===== config.mk =====
export PLATFORM = sky130hd
export DESIGN_NAME = data_language_tokenizer
export DESIGN_NICKNAME = d
export VERILOG_FILES = /design/src/design/dlt_pkg.sv /design/src/design/dlt_token_fifo.sv /design/src/design/dlt_scanner.sv /design/src/design/data_language_tokenizer.sv
export SDC_FILE = /design/constraint.sdc
export NUM_CORES = 1
export LEC_CHECK = 0
export ABC_AREA = 1
export BUFFER_PORTS_ARGS = -buffer_cell sky130_fd_sc_hd__buf_2
export CORE_ASPECT_RATIO = 0.5
export CORE_MARGIN = 3
export CORE_UTILIZATION = 57
export DETAILED_ROUTE_END_ITERATION = 10
export PLACE_DENSITY = 0.77
export SLEW_MARGIN = 10
export SYNTH_ARGS = -nofsm -noshare
export SYNTH_HDL_FRONTEND = slang
export SYNTH_HIERARCHICAL = 1
export SYNTH_SLANG_ARGS = --single-unit
export TNS_END_PERCENT = 5

===== constraint.sdc =====
create_clock -name clock -period 8.97 [get_ports clock]
set_input_delay 1.3455 -clock clock [delete_from_list [all_inputs] [get_ports clock]]
set_output_delay 1.3455 -clock clock [all_outputs]
set_load 0.01 [all_outputs]

===== src/design/dlt_pkg.sv =====
// Shared definitions for the data language tokenizer.
// Holds the scanner mode encoding, token kind codes, the push control group
// and default widths. Depends on nothing.
`default_nettype none

package dlt_pkg;

   localparam int DEF_OFFSET_BITS = 32;
   localparam int DEF_LINE_BITS   = 24;

   localparam int KIND_BITS  = 3;
   localparam int PUNCT_BITS = 7;

   localparam logic [KIND_BITS-1:0] KIND_END    = 3'd0;
   localparam logic [KIND_BITS-1:0] KIND_NUMBER = 3'd1;
   localparam logic [KIND_BITS-1:0] KIND_IDENT  = 3'd2;
   localparam logic [KIND_BITS-1:0] KIND_PUNCT  = 3'd3;
   localparam logic [KIND_BITS-1:0] KIND_ERROR  = 3'd4;

   typedef enum logic [3:0] {
      MODE_IDLE    = 4'd0,
      MODE_INT     = 4'd1,
      MODE_FRAC    = 4'd2,
      MODE_IDENT   = 4'd3,
      MODE_QUOTED  = 4'd4,
      MODE_SLASH   = 4'd5,
      MODE_LINECOM = 4'd6,
      MODE_BLOCK   = 4'd7,
      MODE_STAR    = 4'd8
   } mode_type;

   // Tokens written into the result queue in the same cycle.
   typedef struct packed {
      logic first;
      logic second;
   } push_ctrl_type;

endpackage

`default_nettype wire


===== src/design/dlt_token_fifo.sv =====
// Four-entry result queue for the tokenizer: takes up to two tokens per
// cycle from the scanner and hands one per cycle to the result port while it is ready.
// Depends on dlt_pkg for the push control group.
`default_nettype none

module dlt_token_fifo
   import dlt_pkg::*;
#(
   parameter int WIDTH = 96
) (
   input  wire logic             clock,
   input  wire logic             reset,
   input  wire push_ctrl_type    push,
   input  wire logic [WIDTH-1:0] din_first,
   input  wire logic [WIDTH-1:0] din_second,
   output logic                  space_ok,
   output logic                  out_valid,
   input  wire logic             out_ready,
   output logic [WIDTH-1:0]      dout
);

   localparam int DEPTH      = 4;
   localparam int PTR_BITS   = $clog2(DEPTH);
   localparam int COUNT_BITS = $clog2(DEPTH + 1);

   logic [WIDTH-1:0]      mem_ff [DEPTH];
   logic [PTR_BITS-1:0]   wr_ff, wr_in, wr_next;
   logic [PTR_BITS-1:0]   rd_ff, rd_in;
   logic [COUNT_BITS-1:0] count_ff, count_in;
   logic                  pop;

   assign out_valid = (count_ff != '0);
   assign dout      = mem_ff[rd_ff];
   assign pop       = out_valid && out_ready;
   // Room for the worst case of two tokens from one byte.
   assign space_ok  = (count_ff <= COUNT_BITS'(DEPTH - 2));
   assign wr_next   = wr_ff + PTR_BITS'(1);

   always_comb begin
      wr_in    = wr_ff + PTR_BITS'(push.first) + PTR_BITS'(push.second);
      rd_in    = pop ? rd_ff + PTR_BITS'(1) : rd_ff;
      count_in = count_ff + COUNT_BITS'(push.first) + COUNT_BITS'(push.second)
                 - COUNT_BITS'(pop);
   end

   always_ff @(posedge clock) begin
      if (reset) begin
         wr_ff    <= '0;
         rd_ff    <= '0;
         count_ff <= '0;
      end else begin
         wr_ff    <= wr_in;
         rd_ff    <= rd_in;
         count_ff <= count_in;
      end
   end

   always_ff @(posedge clock) begin
      if (push.first) begin
         mem_ff[wr_ff] <= din_first;
      end
      if (push.second) begin
         mem_ff[wr_next] <= din_second;
      end
   end

endmodule

`default_nettype wire


===== src/design/dlt_scanner.sv =====
// Byte scanner of the tokenizer: input register, lexer state and the
// per-byte decision logic that yields up to two tokens per byte.
// Depends on dlt_pkg for modes, kind codes and the push control group.
`default_nettype none

module dlt_scanner
   import dlt_pkg::*;
#(
   parameter int OFFSET_BITS = DEF_OFFSET_BITS,
   parameter int LINE_BITS   = DEF_LINE_BITS,
   parameter int TOKEN_BITS  = KIND_BITS + PUNCT_BITS + 2 + 2 * OFFSET_BITS + LINE_BITS
) (
   input  wire logic                  clock,
   input  wire logic                  reset,
   input  wire logic                  in_valid,
   output logic                       in_ready,
   input  wire logic [7:0]            in_byte,
   input  wire logic                  in_eos,
   input  wire logic                  space_ok,
   output push_ctrl_type              push,
   output logic [TOKEN_BITS-1:0]      push_first_token,
   output logic [TOKEN_BITS-1:0]      push_second_token
);

   localparam logic [7:0] CH_TAB    = 8'h09;
   localparam logic [7:0] CH_NL     = 8'h0A;
   localparam logic [7:0] CH_CR     = 8'h0D;
   localparam logic [7:0] CH_SPACE  = 8'h20;
   localparam logic [7:0] CH_DQUOTE = 8'h22;
   localparam logic [7:0] CH_SQUOTE = 8'h27;
   localparam logic [7:0] CH_STAR   = 8'h2A;
   localparam logic [7:0] CH_DOT    = 8'h2E;
   localparam logic [7:0] CH_SLASH  = 8'h2F;
   localparam logic [7:0] CH_0      = 8'h30;
   localparam logic [7:0] CH_9      = 8'h39;
   localparam logic [7:0] CH_UA     = 8'h41;
   localparam logic [7:0] CH_UZ     = 8'h5A;
   localparam logic [7:0] CH_UNDER  = 8'h5F;
   localparam logic [7:0] CH_LA     = 8'h61;
   localparam logic [7:0] CH_LZ     = 8'h7A;

   localparam logic [LINE_BITS-1:0] LINE_ONE = LINE_BITS'(1);

   logic                   in_valid_ff;
   logic [7:0]             byte_ff;
   logic                   eos_ff;
   logic                   consume;

   mode_type               mode_ff, mode_in;
   logic                   quote_ff, quote_in;
   logic [OFFSET_BITS-1:0] pstart_ff, pstart_in;
   logic [LINE_BITS-1:0]   pline_ff, pline_in;
   logic [OFFSET_BITS-1:0] offset_ff, offset_in;
   logic [LINE_BITS-1:0]   cline_ff, cline_in;

   logic                   is_digit, is_alpha, is_ident;
   logic                   redo;

   logic                   a_valid, b_valid;
   logic [KIND_BITS-1:0]   a_kind, b_kind;
   logic [PUNCT_BITS-1:0]  a_punct, b_punct;
   logic                   a_quoted;
   logic [OFFSET_BITS-1:0] a_start, b_start, a_len, b_len;
   logic [LINE_BITS-1:0]   a_line;
   logic                   pend_valid;
   logic [TOKEN_BITS-1:0]  tok_a, tok_b;

   assign consume  = in_valid_ff && space_ok;
   assign in_ready = !in_valid_ff || space_ok;

   always_ff @(posedge clock) begin
      if (reset) begin
         in_valid_ff <= 1'b0;
      end else if (in_ready) begin
         in_valid_ff <= in_valid;
      end
   end

   always_ff @(posedge clock) begin
      if (in_ready && in_valid) begin
         byte_ff <= in_byte;
         eos_ff  <= in_eos;
      end
   end

   always_ff @(posedge clock) begin
      if (reset) begin
         mode_ff   <= MODE_IDLE;
         quote_ff  <= 1'b0;
         pstart_ff <= '0;
         pline_ff  <= LINE_ONE;
         offset_ff <= '0;
         cline_ff  <= LINE_ONE;
      end else if (consume) begin
         mode_ff   <= mode_in;
         quote_ff  <= quote_in;
         pstart_ff <= pstart_in;
         pline_ff  <= pline_in;
         offset_ff <= offset_in;
         cline_ff  <= cline_in;
      end
   end

   assign is_digit = (byte_ff >= CH_0) && (byte_ff <= CH_9);
   assign is_alpha = ((byte_ff >= CH_UA) && (byte_ff <= CH_UZ)) ||
                     ((byte_ff >= CH_LA) && (byte_ff <= CH_LZ));
   assign is_ident = is_alpha || is_digit || (byte_ff == CH_UNDER);

   always_comb begin
      mode_in   = mode_ff;
      quote_in  = quote_ff;
      pstart_in = pstart_ff;
      pline_in  = pline_ff;
      offset_in = offset_ff + OFFSET_BITS'(1);
      cline_in  = ((byte_ff == CH_NL) && (cline_ff != '1)) ? cline_ff + LINE_ONE : cline_ff;
      redo      = 1'b0;

      // Token A: the pending token flushed by this byte, or a closed literal.
      a_valid    = 1'b0;
      pend_valid = 1'b0;
      a_kind     = KIND_END;
      a_punct    = '0;
      a_quoted   = 1'b0;
      a_start    = pstart_ff;
      a_len      = offset_ff - pstart_ff;
      a_line     = pline_ff;
      unique case (mode_ff)
         MODE_INT, MODE_FRAC: begin
            pend_valid = 1'b1;
            a_kind     = KIND_NUMBER;
         end
         MODE_IDENT: begin
            pend_valid = 1'b1;
            a_kind     = KIND_IDENT;
         end
         MODE_QUOTED: begin
            pend_valid = 1'b1;
            a_kind     = KIND_ERROR;
            a_quoted   = 1'b1;
         end
         MODE_SLASH: begin
            pend_valid = 1'b1;
            a_kind     = KIND_PUNCT;
            a_punct    = CH_SLASH[PUNCT_BITS-1:0];
            a_len      = OFFSET_BITS'(1);
         end
         default: begin
            pend_valid = 1'b0;
         end
      endcase

      // Token B: what the byte itself produces from idle, or the end marker.
      b_valid = 1'b0;
      b_kind  = KIND_END;
      b_punct = '0;
      b_start = offset_ff;
      b_len   = OFFSET_BITS'(1);

      if (eos_ff) begin
         a_valid   = pend_valid;
         b_valid   = 1'b1;
         b_len     = '0;
         mode_in   = MODE_IDLE;
         quote_in  = 1'b0;
         pstart_in = '0;
         pline_in  = LINE_ONE;
         offset_in = '0;
         cline_in  = LINE_ONE;
      end else begin
         unique case (mode_ff)
            MODE_INT: begin
               if (byte_ff == CH_DOT) begin
                  mode_in = MODE_FRAC;
               end else if (!is_digit) begin
                  a_valid = 1'b1;
                  redo    = 1'b1;
               end
            end
            MODE_FRAC: begin
               if (!is_digit) begin
                  a_valid = 1'b1;
                  redo    = 1'b1;
               end
            end
            MODE_IDENT: begin
               if (!is_ident) begin
                  a_valid = 1'b1;
                  redo    = 1'b1;
               end
            end
            MODE_QUOTED: begin
               if (byte_ff == (quote_ff ? CH_SQUOTE : CH_DQUOTE)) begin
                  a_valid = 1'b1;
                  a_kind  = KIND_IDENT;
                  mode_in = MODE_IDLE;
               end
            end
            MODE_SLASH: begin
               if (byte_ff == CH_SLASH) begin
                  mode_in = MODE_LINECOM;
               end else if (byte_ff == CH_STAR) begin
                  mode_in = MODE_BLOCK;
               end else begin
                  a_valid = 1'b1;
                  redo    = 1'b1;
               end
            end
            MODE_LINECOM: begin
               if (byte_ff == CH_NL) begin
                  mode_in = MODE_IDLE;
               end
            end
            MODE_BLOCK: begin
               if (byte_ff == CH_STAR) begin
                  mode_in = MODE_STAR;
               end
            end
            MODE_STAR: begin
               if (byte_ff == CH_SLASH) begin
                  mode_in = MODE_IDLE;
               end else if (byte_ff != CH_STAR) begin
                  mode_in = MODE_BLOCK;
               end
            end
            default: begin
               redo = 1'b1;
            end
         endcase

         if (redo) begin
            mode_in = MODE_IDLE;
            if (is_digit) begin
               mode_in   = MODE_INT;
               pstart_in = offset_ff;
               pline_in  = cline_ff;
            end else if (is_alpha || (byte_ff == CH_UNDER)) begin
               mode_in   = MODE_IDENT;
               pstart_in = offset_ff;
               pline_in  = cline_ff;
            end else if ((byte_ff == CH_DQUOTE) || (byte_ff == CH_SQUOTE)) begin
               // Skip the opening quote.
               mode_in   = MODE_QUOTED;
               pstart_in = offset_ff + OFFSET_BITS'(1);
               pline_in  = cline_ff;
               quote_in  = (byte_ff == CH_SQUOTE);
            end else if (byte_ff == CH_SLASH) begin
               mode_in   = MODE_SLASH;
               pstart_in = offset_ff;
               pline_in  = cline_ff;
            end else if ((byte_ff == CH_SPACE) || (byte_ff == CH_TAB) ||
                         (byte_ff == CH_CR) || (byte_ff == CH_NL)) begin
               mode_in = MODE_IDLE;
            end else if ((byte_ff == 8'h00) || byte_ff[7]) begin
               b_valid = 1'b1;
            end else begin
               b_valid = 1'b1;
               b_kind  = KIND_PUNCT;
               b_punct = byte_ff[PUNCT_BITS-1:0];
            end
         end
      end
   end

   // Fields from the lowest bit: kind, punct, quoted, start, length, line, last.
   assign tok_a = {!b_valid, a_line, a_len, a_start, a_quoted, a_punct, a_kind};
   assign tok_b = {1'b1, cline_ff, b_len, b_start, 1'b0, b_punct, b_kind};

   assign push.first        = consume && (a_valid || b_valid);
   assign push.second       = consume && a_valid && b_valid;
   assign push_first_token  = a_valid ? tok_a : tok_b;
   assign push_second_token = tok_b;

endmodule

`default_nettype wire


===== src/design/data_language_tokenizer.sv =====
// Streaming lexer for a small data language: one text byte per input word,
// numbers, identifiers, quoted literals and punctuation out as token words
// with start offset, length and starting line. A byte is registered, scanned
// from that register and its tokens land in a four-entry queue that drives
// the result port, so the block sustains one byte per cycle while the queue
// has room. A byte is scanned only while the queue has two free slots; since
// the result port moves at most one token per cycle, a byte that yields two
// tokens (pending token flushed plus the byte's own token, or the end word)
// holds back the input under steady load. The end word (tuser set) flushes the
// pending token, emits an end token and returns the lexer to its reset state.
// Depends on dlt_pkg, dlt_scanner and dlt_token_fifo.
`default_nettype none

module data_language_tokenizer
   import dlt_pkg::*;
#(
   parameter int OFFSET_BITS = DEF_OFFSET_BITS,
   parameter int LINE_BITS   = DEF_LINE_BITS,
   localparam int RSP_FIELD_BITS = PUNCT_BITS + 2 * OFFSET_BITS + LINE_BITS,
   localparam int RSP_DATA_BITS  = ((RSP_FIELD_BITS + 7) / 8) * 8
) (
   input  wire logic                     clock,
   input  wire logic                     reset,
   input  wire logic                     req_tvalid,
   output logic                          req_tready,
   input  wire logic [7:0]               req_tdata,  // data_byte
   input  wire logic [0:0]               req_tuser,  // end_of_stream
   output logic                          rsp_tvalid,
   input  wire logic                     rsp_tready,
   // punct_char, token_start, token_length, token_line, zero fill
   output logic [RSP_DATA_BITS-1:0]      rsp_tdata,
   output logic [3:0]                    rsp_tuser,  // token_kind[2:0], is_quoted
   output logic                          rsp_tlast   // last_of_run
);

   localparam int PUNCT_LSB  = KIND_BITS;
   localparam int QUOTED_BIT = PUNCT_LSB + PUNCT_BITS;
   localparam int START_LSB  = QUOTED_BIT + 1;
   localparam int LAST_BIT   = START_LSB + 2 * OFFSET_BITS + LINE_BITS;
   localparam int TOKEN_BITS = LAST_BIT + 1;

   push_ctrl_type         push;
   logic [TOKEN_BITS-1:0] first_token, second_token, head_token;
   logic                  space_ok;

   dlt_scanner #(
      .OFFSET_BITS (OFFSET_BITS),
      .LINE_BITS   (LINE_BITS),
      .TOKEN_BITS  (TOKEN_BITS)
   ) u_scanner (
      .clock             (clock),
      .reset             (reset),
      .in_valid          (req_tvalid),
      .in_ready          (req_tready),
      .in_byte           (req_tdata),
      .in_eos            (req_tuser[0]),
      .space_ok          (space_ok),
      .push              (push),
      .push_first_token  (first_token),
      .push_second_token (second_token)
   );

   dlt_token_fifo #(
      .WIDTH (TOKEN_BITS)
   ) u_token_fifo (
      .clock      (clock),
      .reset      (reset),
      .push       (push),
      .din_first  (first_token),
      .din_second (second_token),
      .space_ok   (space_ok),
      .out_valid  (rsp_tvalid),
      .out_ready  (rsp_tready),
      .dout       (head_token)
   );

   // Drop the quoted flag out of the data word; it travels in tuser.
   assign rsp_tdata = RSP_DATA_BITS'({head_token[LAST_BIT-1:START_LSB],
                                      head_token[QUOTED_BIT-1:PUNCT_LSB]});
   assign rsp_tuser = {head_token[QUOTED_BIT], head_token[KIND_BITS-1:0]};
   assign rsp_tlast = head_token[LAST_BIT];

   // Punctuation character is zero on every non-punctuation token.
   assert property (@(posedge clock) disable iff (reset)
      (rsp_tvalid && (rsp_tuser[KIND_BITS-1:0] != KIND_PUNCT)) |->
         (rsp_tdata[PUNCT_BITS-1:0] == '0))
      else $error("punct_char set on non-punctuation token");

   // A zero-length end token closes the run of its word.
   assert property (@(posedge clock) disable iff (reset)
      (rsp_tvalid && (rsp_tuser[KIND_BITS-1:0] == KIND_END) &&
       (rsp_tdata[PUNCT_BITS+2*OFFSET_BITS-1:PUNCT_BITS+OFFSET_BITS] == '0)) |->
         rsp_tlast)
      else $error("stream end token not marked last");

   // The line counter starts at one and never wraps to zero.
   assert property (@(posedge clock) disable iff (reset)
      rsp_tvalid |-> (rsp_tdata[RSP_FIELD_BITS-1:PUNCT_BITS+2*OFFSET_BITS] != '0))
      else $error("token line is zero");

   // The queue is empty right after reset.
   assert property (@(posedge clock)
      reset |=> !rsp_tvalid)
      else $error("result valid after reset");

endmodule

`default_nettype wire


==> results.md, run 1 <==
* P&R area growth vs syn at 6.525%
* Crit Path Max Fanout at 64
* EDFF count, synth at around 410
* Final wirelength at 86760 µm
* Crit path cell chain: nor2_1, nand3_1, nand2_1, nand3_1, nand2_1, nand2_1, nand2_1, nor2_2, nand3_4, buf_4, inv_1, a31oi_1, inv_1, o31ai_4, buf_4
* CP most frequent cell: nand2_1
* Main flop type after synthesis: edfxtp_1
* Most instantiated library cell after synthesis: nand2_1
* Seq cells post-synth at 536
* Worst EP arrival at 5890 ps
* Initial DRC Count at about 3400
* WL/cell at 19.47 µm
* Power Density at 257.0 mW/mm²
* Vias per cell at approximately 5.9
* Ports at approximately 120
* Die span in y at roughly 170 µm
* GP Congestion at 1.004
* CTS Buf Count at between 40 and 50
* Core Region at between 0.05 and 0.06 mm²
* Top cells by count, synth: 845 x nand2_1, 645 x o21ai_0, 450 x nor2_1
* Crit path from: u_scanner/byte_ff[2]
* # DRC at 0
* Pre-Repair DR Iteration Count at 8
* Fmax at 0.1761 GHz
* Hold-fix buffers, CTS at 0
* DR vias at about 26000
* Vias in the first global route at roughly 25000
* Clock root cell: clkbuf_16
* Post-placement cell area at approximately 0.030 mm²
* Hold slack at 460.2 ps
* Dpl cells at between 4000 and 5000
* Fin crit share at a little over three fifths
* Met2 Routed Length at slightly above 40000 µm
* Num rows at 58
* Fin util at 62.57%
* Share of post-route cells with drive strength above 1 at 7.014%
* Final non-filler cell total at 4455
* Worst Setup Start Kind: flop
* First-pass GRT wire length at 135300 µm
* PortBufs at between 100 and 150
* Grt total ovfl at 0
* Layout Nets at roughly 3800
* Critical path required time at 9180 ps
* Hold Path Depth at 2
* Crit Path Category: reg -> reg
* Maximum VDD drop at around 200 µV
* CTS resizes at 0
* TritonCTS Sinks at between 500 and 600
* Area share of the largest cell type after synthesis at around 41%
* Clk_lat worst skew at 600 ps
* Dominant cells by area after synthesis: edfxtp_1 41%, o21ai_0 11%, nand2_1 11%, dfxtp_1 8.5%, nor2_1 5.6%
* Hold Violations, Final at 0
* Gr usage total at between 30% and 40%
* Dpl hpwl at between 50000 and 60000 µm
* Class of the worst hold path: reg -> reg
* Clk pin slew, worst setup/hold paths at about 60 ps
* Max Used Layer: met5
* Pin count of the biggest net entering global routing at about 150
* Initial core utilization at roughly three fifths
* Slew Limit Headroom at 7.929%
* Synthesized instance count at roughly 3800
* R2R Path Start: u_scanner/byte_ff[2]
* Async set-reset flop share out of synthesis at 0%
* Skew final at around 26 ps
* Min-delay src: u_scanner/a_line[17]
* CP max stage delay at ~820 ps
* Worst r2r dst: u_token_fifo/mem_ff[3][44]
* Post-Synthesis Cell Area at ~0.030 mm²
* Area leader, netlist: edfxtp_1
* Synth Warn # at 6
* Wire length on met1 at 36430 µm
* Leak pwr at approximately 0.012 µW
* Post-route ant nets at 0
* Width of the die at roughly 330 µm
* Wire length on met3 at between 8000 and 9000 µm
* Clock period minus worst slack at ~5700 ps
* Setup repair bufs after CTS at 0
* Clock buffer depth at 3
* Max-slew violation count at 0
* Post-layout instance area at 0.03197 mm²
* Internal reg-to-reg setup slack at 3290 ps
* CTS tree: built
* Status: finished, final reports clean
* Avg Inst Size Synth at 7.971 µm²
* CP endpoint kind: flop
* Slowest cell on crit path: o31ai_4
* Reg2reg path depth at 15
* Sequential cell area fraction in the yosys report at around 50%
* Tightest Pin Transition at about 1400 ps
* Synth cell types at 48
* Max Cap Viol at 0
* RSZ-0062 raised after global routing: false
* CP Capture Point: u_token_fifo/mem_ff[3][44]
* Initial antenna violation count at 3
* Die Area at approximately 0.056 mm²
* H-tree depth at 2
* # setup viols final at 0
-- metrics by stage --
stage | setup TNS [ps] | setup WS, ps | power (µW)
floorplan | -281550 | -938.5 | 5364
global placement | 0 | 3423 | 6103
detailed placement | 0 | 3415 | 6176
CTS | 0 | 3393 | 8198
global route | 0 | 2938 | 8684
finish | 0 | 3290 | 8216
-- critical path: cells and delay by family (launching register included) --
family,cells,cell delay (ps)
AND/OR/NAND/NOR,9,1330
flip-flops,1,470
AO/OA/AOI/OAI,2,1250
buffers and inverters,4,2120
-- cell usage in the layout, fill, tap and decap left out, drive strengths merged, types with 19 or more instances in the layout --
| cell | count |
|---|---|
| a21oi | 130 |
| buf | 143 |
| clkbuf | 64 |
| clkinv | 19 |
| conb | 35 |
| dfxtp | 127 |
| edfxtp | 409 |
| ha | 35 |
| inv | 332 |
| nand2 | 848 |
| nand3 | 117 |
| nand4 | 71 |
| nor2 | 457 |
| nor3 | 39 |
| o21ai | 705 |
| o22ai | 121 |
| xor2 | 40 |
-- report_power, final --
part | switching [µW] | internal, µW | total, µW
combinational | 2120 | 816 | 2930
clock | 936 | 1100 | 2040
sequential | 117 | 3130 | 3240
total | 3170 | 5040 | 8220
-- per-layer routing --
layer  vias to the layer above  GRT usage (%)
met5                         -              0
met4                         2          7.606
met3                       148          5.401
met2                      1316          49.47
met1                     12380          43.11
li1                      12580              -
-- worst min path at each step --
| stage | to | slack [ps] |
|---|---|---|
| 2_1_floorplan | u_scanner/a_line[1] | 440 |
| 3_3_place_gp | u_scanner/a_line[15] | 450 |
| 3_5_place_dp | u_scanner/a_line[3] | 450 |
| 4_1_cts | u_scanner/a_line[3] | 460 |
| 5_1_grt | u_scanner/a_line[4] | 480 |
| 6_report | u_scanner/a_line[17] | 460 |
-- flip-flops by register name, summed over array words and instances, names as in the netlist, named ones only --
name	count
u_scanner/a_line	24
u_scanner/a_start	32
u_scanner/b_start	32
u_scanner/byte_ff	8
u_scanner/cline_ff	24
u_scanner/eos_ff	1
u_scanner/in_valid_ff	1
u_scanner/mode_ff	4
u_scanner/quote_ff	1
u_token_fifo/count_ff	3
u_token_fifo/mem_ff	400
u_token_fifo/rd_ff	2
u_token_fifo/wr_ff	2
-- layout make-up --
cell class | count | area, µm²
well taps | 690 | 863.3
diodes | 1 | 2.502
fillers | 4439 | 19120
inverters | 332 | 1251
clock inverters | 23 | 193.9
clock buffers | 64 | 1292
multi-input cells | 2666 | 12730
repair buffers | 143 | 800.8
flip-flops and latches | 536 | 14830
-- cell families (layout without fill, tap and decap cells) --
group	count (synthesis)	count (layout)	synth area share (%)
simple gates	1554	1554	21.18
compound gates	988	988	17.34
buf+inv	595	562	8.864
flops	536	536	49.40
xor+xnor	50	50	1.459
fa+ha+maj	39	39	1.726
other cells	3	36	0.03752
No activity file was read; power rests on OpenSTA's default activity.
==> run 2: changes to the inputs <==
CORE_UTILIZATION = 63   (was 57)
PLACE_DENSITY = 0.81   (was 0.77)
clock period = 5.8 ns   (was 8.97 ns; I/O delays follow)
==> results.md, run 2 (same netlist as run 1, synthesis figures left out) <==
* Status: finished, final reports clean
* Gr usage total at 33.49% (+2.9 points)
* WL/cell at 19.57 µm (+0.50%)
* Ant diodes at 0 (-1)
* Crit path cell chain: nor2_1, nand3_1, nand2_1, inv_2, nand2_2, nand2_1, nand2_1, nand2_2, nand3_2, nand2_1, inv_1, o21ai_0, nor2_1, nand3_4, o31ai_4, buf_12
* Core Region at 0.04611 mm² (-9.8%)
* Commonest cells after routing, fill and taps aside: 843 x nand2_1, 645 x o21ai_0, 450 x nor2_1, 409 x edfxtp_1, 320 x inv_1
* Final wirelength at 86020 µm (-0.85%)
* Internal reg-to-reg setup slack at 1550 ps (-1740 ps)
* Setup repair bufs after CTS at 0 (unchanged)
* Hold slack at 462.8 ps (+2.616 ps)
* Initial core utilization at 65.09% (+6.3 points)
* Pin count of the biggest net entering global routing at 201 (+35%)
* CTS tree: built
* Clock root cell: clkbuf_16
* Max Cap Viol at 0 (unchanged)
* Clock period minus worst slack at 4246 ps (-1434 ps)
* Class of the worst hold path: reg -> reg
* Post-route ant nets at 0 (unchanged)
* Initial antenna violation count at 0 (-3)
* Slowest cell on crit path: nor2_1
* Share of post-route cells with drive strength above 1 at 7.192% (+0.18 points)
* CP endpoint kind: flop
* RSZ-0062 raised after global routing: false
* Grt total ovfl at 0 (unchanged)
* Hold-fix buffers, CTS at 0 (unchanged)
* DR vias at 26790 (+1.4%)
* Critical path required time at 6010 ps (-3170 ps)
* Hold Path Depth at 2 (unchanged)
* TritonCTS Sinks at 536 (unchanged)
* Skew final at 18.90 ps (-6.886 ps)
* Ports at 116 (unchanged)
* Clk_lat worst skew at 590 ps (about the same)
* H-tree depth at 2 (unchanged)
* Worst EP arrival at 4460 ps (-1430 ps)
* Crit Path Category: reg -> reg
* Width of the die at 314.7 µm (-4.8%)
* Hold Path End: u_scanner/a_line[11]
* Num rows at 55 (-5.2%)
* Vias per cell at 6.096 (+2.7%)
* Clock buffer depth at 3 (unchanged)
* Maximum VDD drop at 250.2 µV (+28%)
* Slew Limit Headroom at 10.74% (+2.8 points)
* CTS resizes at 0 (unchanged)
* Final TNS setup at 0 ps (unchanged)
* Layout fillers at 3731 (-16%)
* Post-layout instance area at 0.03210 mm² (+0.40%)
* Biggest register: u_token_fifo/mem_ff
* Crit path max-delay family: simple AND/OR/NAND/NOR gates
* First-pass GRT wire length at 134700 µm (-0.44%)
* P&R area growth vs syn at 6.954%
* Most common cell after layout, fill and taps aside: nand2_1
* CTS Buf Count at 48 (unchanged)
* Worst r2r dst: u_token_fifo/mem_ff[2][58]
* Setup slack after placement at 1611 ps (-1803 ps)
* Initial DRC Count at 3766 (+9.8%)
* Worst Setup Start Kind: flop
* Die span in y at 160.3 µm (-4.7%)
* Pre-Repair DR Iteration Count at 7 (-1)
* Min-delay src: u_scanner/a_line[11]
* Post-placement cell area at 0.03052 mm² (+0.14%)
* Hold Violations, Final at 0 (unchanged)
* Max reg flops at 400 (unchanged)
* Crit path buffers/inverters at 3 (-1)
* Clk pin slew, worst setup/hold paths at 60 ps (about the same)
* Max-slew violation count at 0 (unchanged)
* Dpl hpwl at 54530 µm (-1.5%)
* # setup viols final at 0 (unchanged)
* Leak pwr at 0.01164 µW (+0.75%)
* Layout Nets at 3780 (+0.026%)
* Vias in the first global route at 24880 (+0.95%)
* Tightest Pin Transition at 1325 ps (-51.09 ps)
* Setup WS post-layout at 1554 ps (-1736 ps)
* R2R Path Start: u_scanner/byte_ff[2]
* CP most frequent cell: nand2_1
* CP max stage delay at 830 ps (about the same)
* Crit Path Max Fanout at 100 (+56%)
* Fmax at 0.2355 GHz (+34%)
* Reg2reg path depth at 16 (+1)
* Fin crit share at 73.21% (+9.9 points)
* PortBufs at 114 (unchanged)
* # DRC at 0 (unchanged)
* GP Congestion at 1.008 (+0.45%)
* Die Area at 0.05045 mm² (-9.3%)
* Power Density at 400.5 mW/mm² (+56%)
-- run 2: changes by cell type in the layout (fill, tap and decap cells not counted) --
| cell | previous run | this run |
|---|---|---|
| buf_12 | 1 | 10 |
| clkinv_4 | 0 | 2 |
| diode_2 | 1 | 0 |
| clkinv_2 | 6 | 3 |
| clkbuf_8 | 1 | 4 |
| clkinv_8 | 0 | 1 |
| buf_4 | 28 | 20 |
| bufinv_16 | 3 | 4 |
| clkinv_1 | 13 | 11 |
| inv_8 | 1 | 0 |
| clkinvlp_4 | 1 | 3 |
| clkbuf_1 | 14 | 13 |
| clkbuf_4 | 0 | 1 |
-- run 2: stage by stage --
step                power [µW]  util [%]  cells
global route             13570     69.61   4395
floorplan                 8272         -   3797
global placement          9449     66.20   4305
detailed placement        9580     66.20   4305
finish                   12860     69.61   4395
CTS                      12800     69.61   4395
-- run 2: worst register-to-register path: stages, from the launching register on --
cell and delay, ps:
edfxtp_1 480, nor2_1 260, nand3_1 110, nand2_1 80
inv_2 30, nand2_2 90, nand2_1 60, nand2_1 80
nand2_2 90, nand3_2 120, nand2_1 140, inv_1 90
o21ai_0 170, nor2_1 830, nand3_4 410, o31ai_4 180
buf_12 550
-- run 2: cell type report --
| cell class | instances | area [µm²] | share of cell area, % |
|---|---|---|---|
| Clock inverter | 23 | 239.0 | 0.7446 |
| Timing Repair Buffer | 144 | 920.9 | 2.869 |
| Multi-Input combinational cell | 2666 | 12730 | 39.67 |
| Inverter | 332 | 1251 | 3.898 |
| Sequential cell | 536 | 14830 | 46.21 |
| Clock buffer | 67 | 1338 | 4.167 |
| Tap cell | 627 | 784.5 | 2.444 |
-- run 2: power breakdown --
part           leakage (µW)  internal [µW]  switching [µW]
clock              0.000758           1800            1460
combinational       0.00606           1300            3290
sequential          0.00483           4830             169
total                0.0116           7930            4920
-- run 2: worst max-delay path by stage --
stage / startpoint / to / slack [ps] / cells past startpoint
2_1_floorplan: u_scanner/byte_ff[2] / u_token_fifo/mem_ff[1][0] / -980 / 14
3_3_place_gp: u_scanner/byte_ff[2] / u_token_fifo/mem_ff[2][56] / 1680 / 16
3_5_place_dp: u_scanner/byte_ff[2] / u_token_fifo/mem_ff[2][50] / 1610 / 16
4_1_cts: u_scanner/byte_ff[2] / u_token_fifo/mem_ff[2][44] / 1600 / 16
5_1_grt: u_scanner/byte_ff[2] / u_token_fifo/mem_ff[2][42] / 1280 / 16
6_report: u_scanner/byte_ff[2] / u_token_fifo/mem_ff[2][58] / 1550 / 16
-- run 2: layer usage --
metal	up-vias	wire, µm	track usage (%)
met2	1547	39190	53.00
li1	12600	-	-
met4	0	2021	9.077
met3	202	9639	6.306
met5	-	0	0
met1	12440	35170	47.65
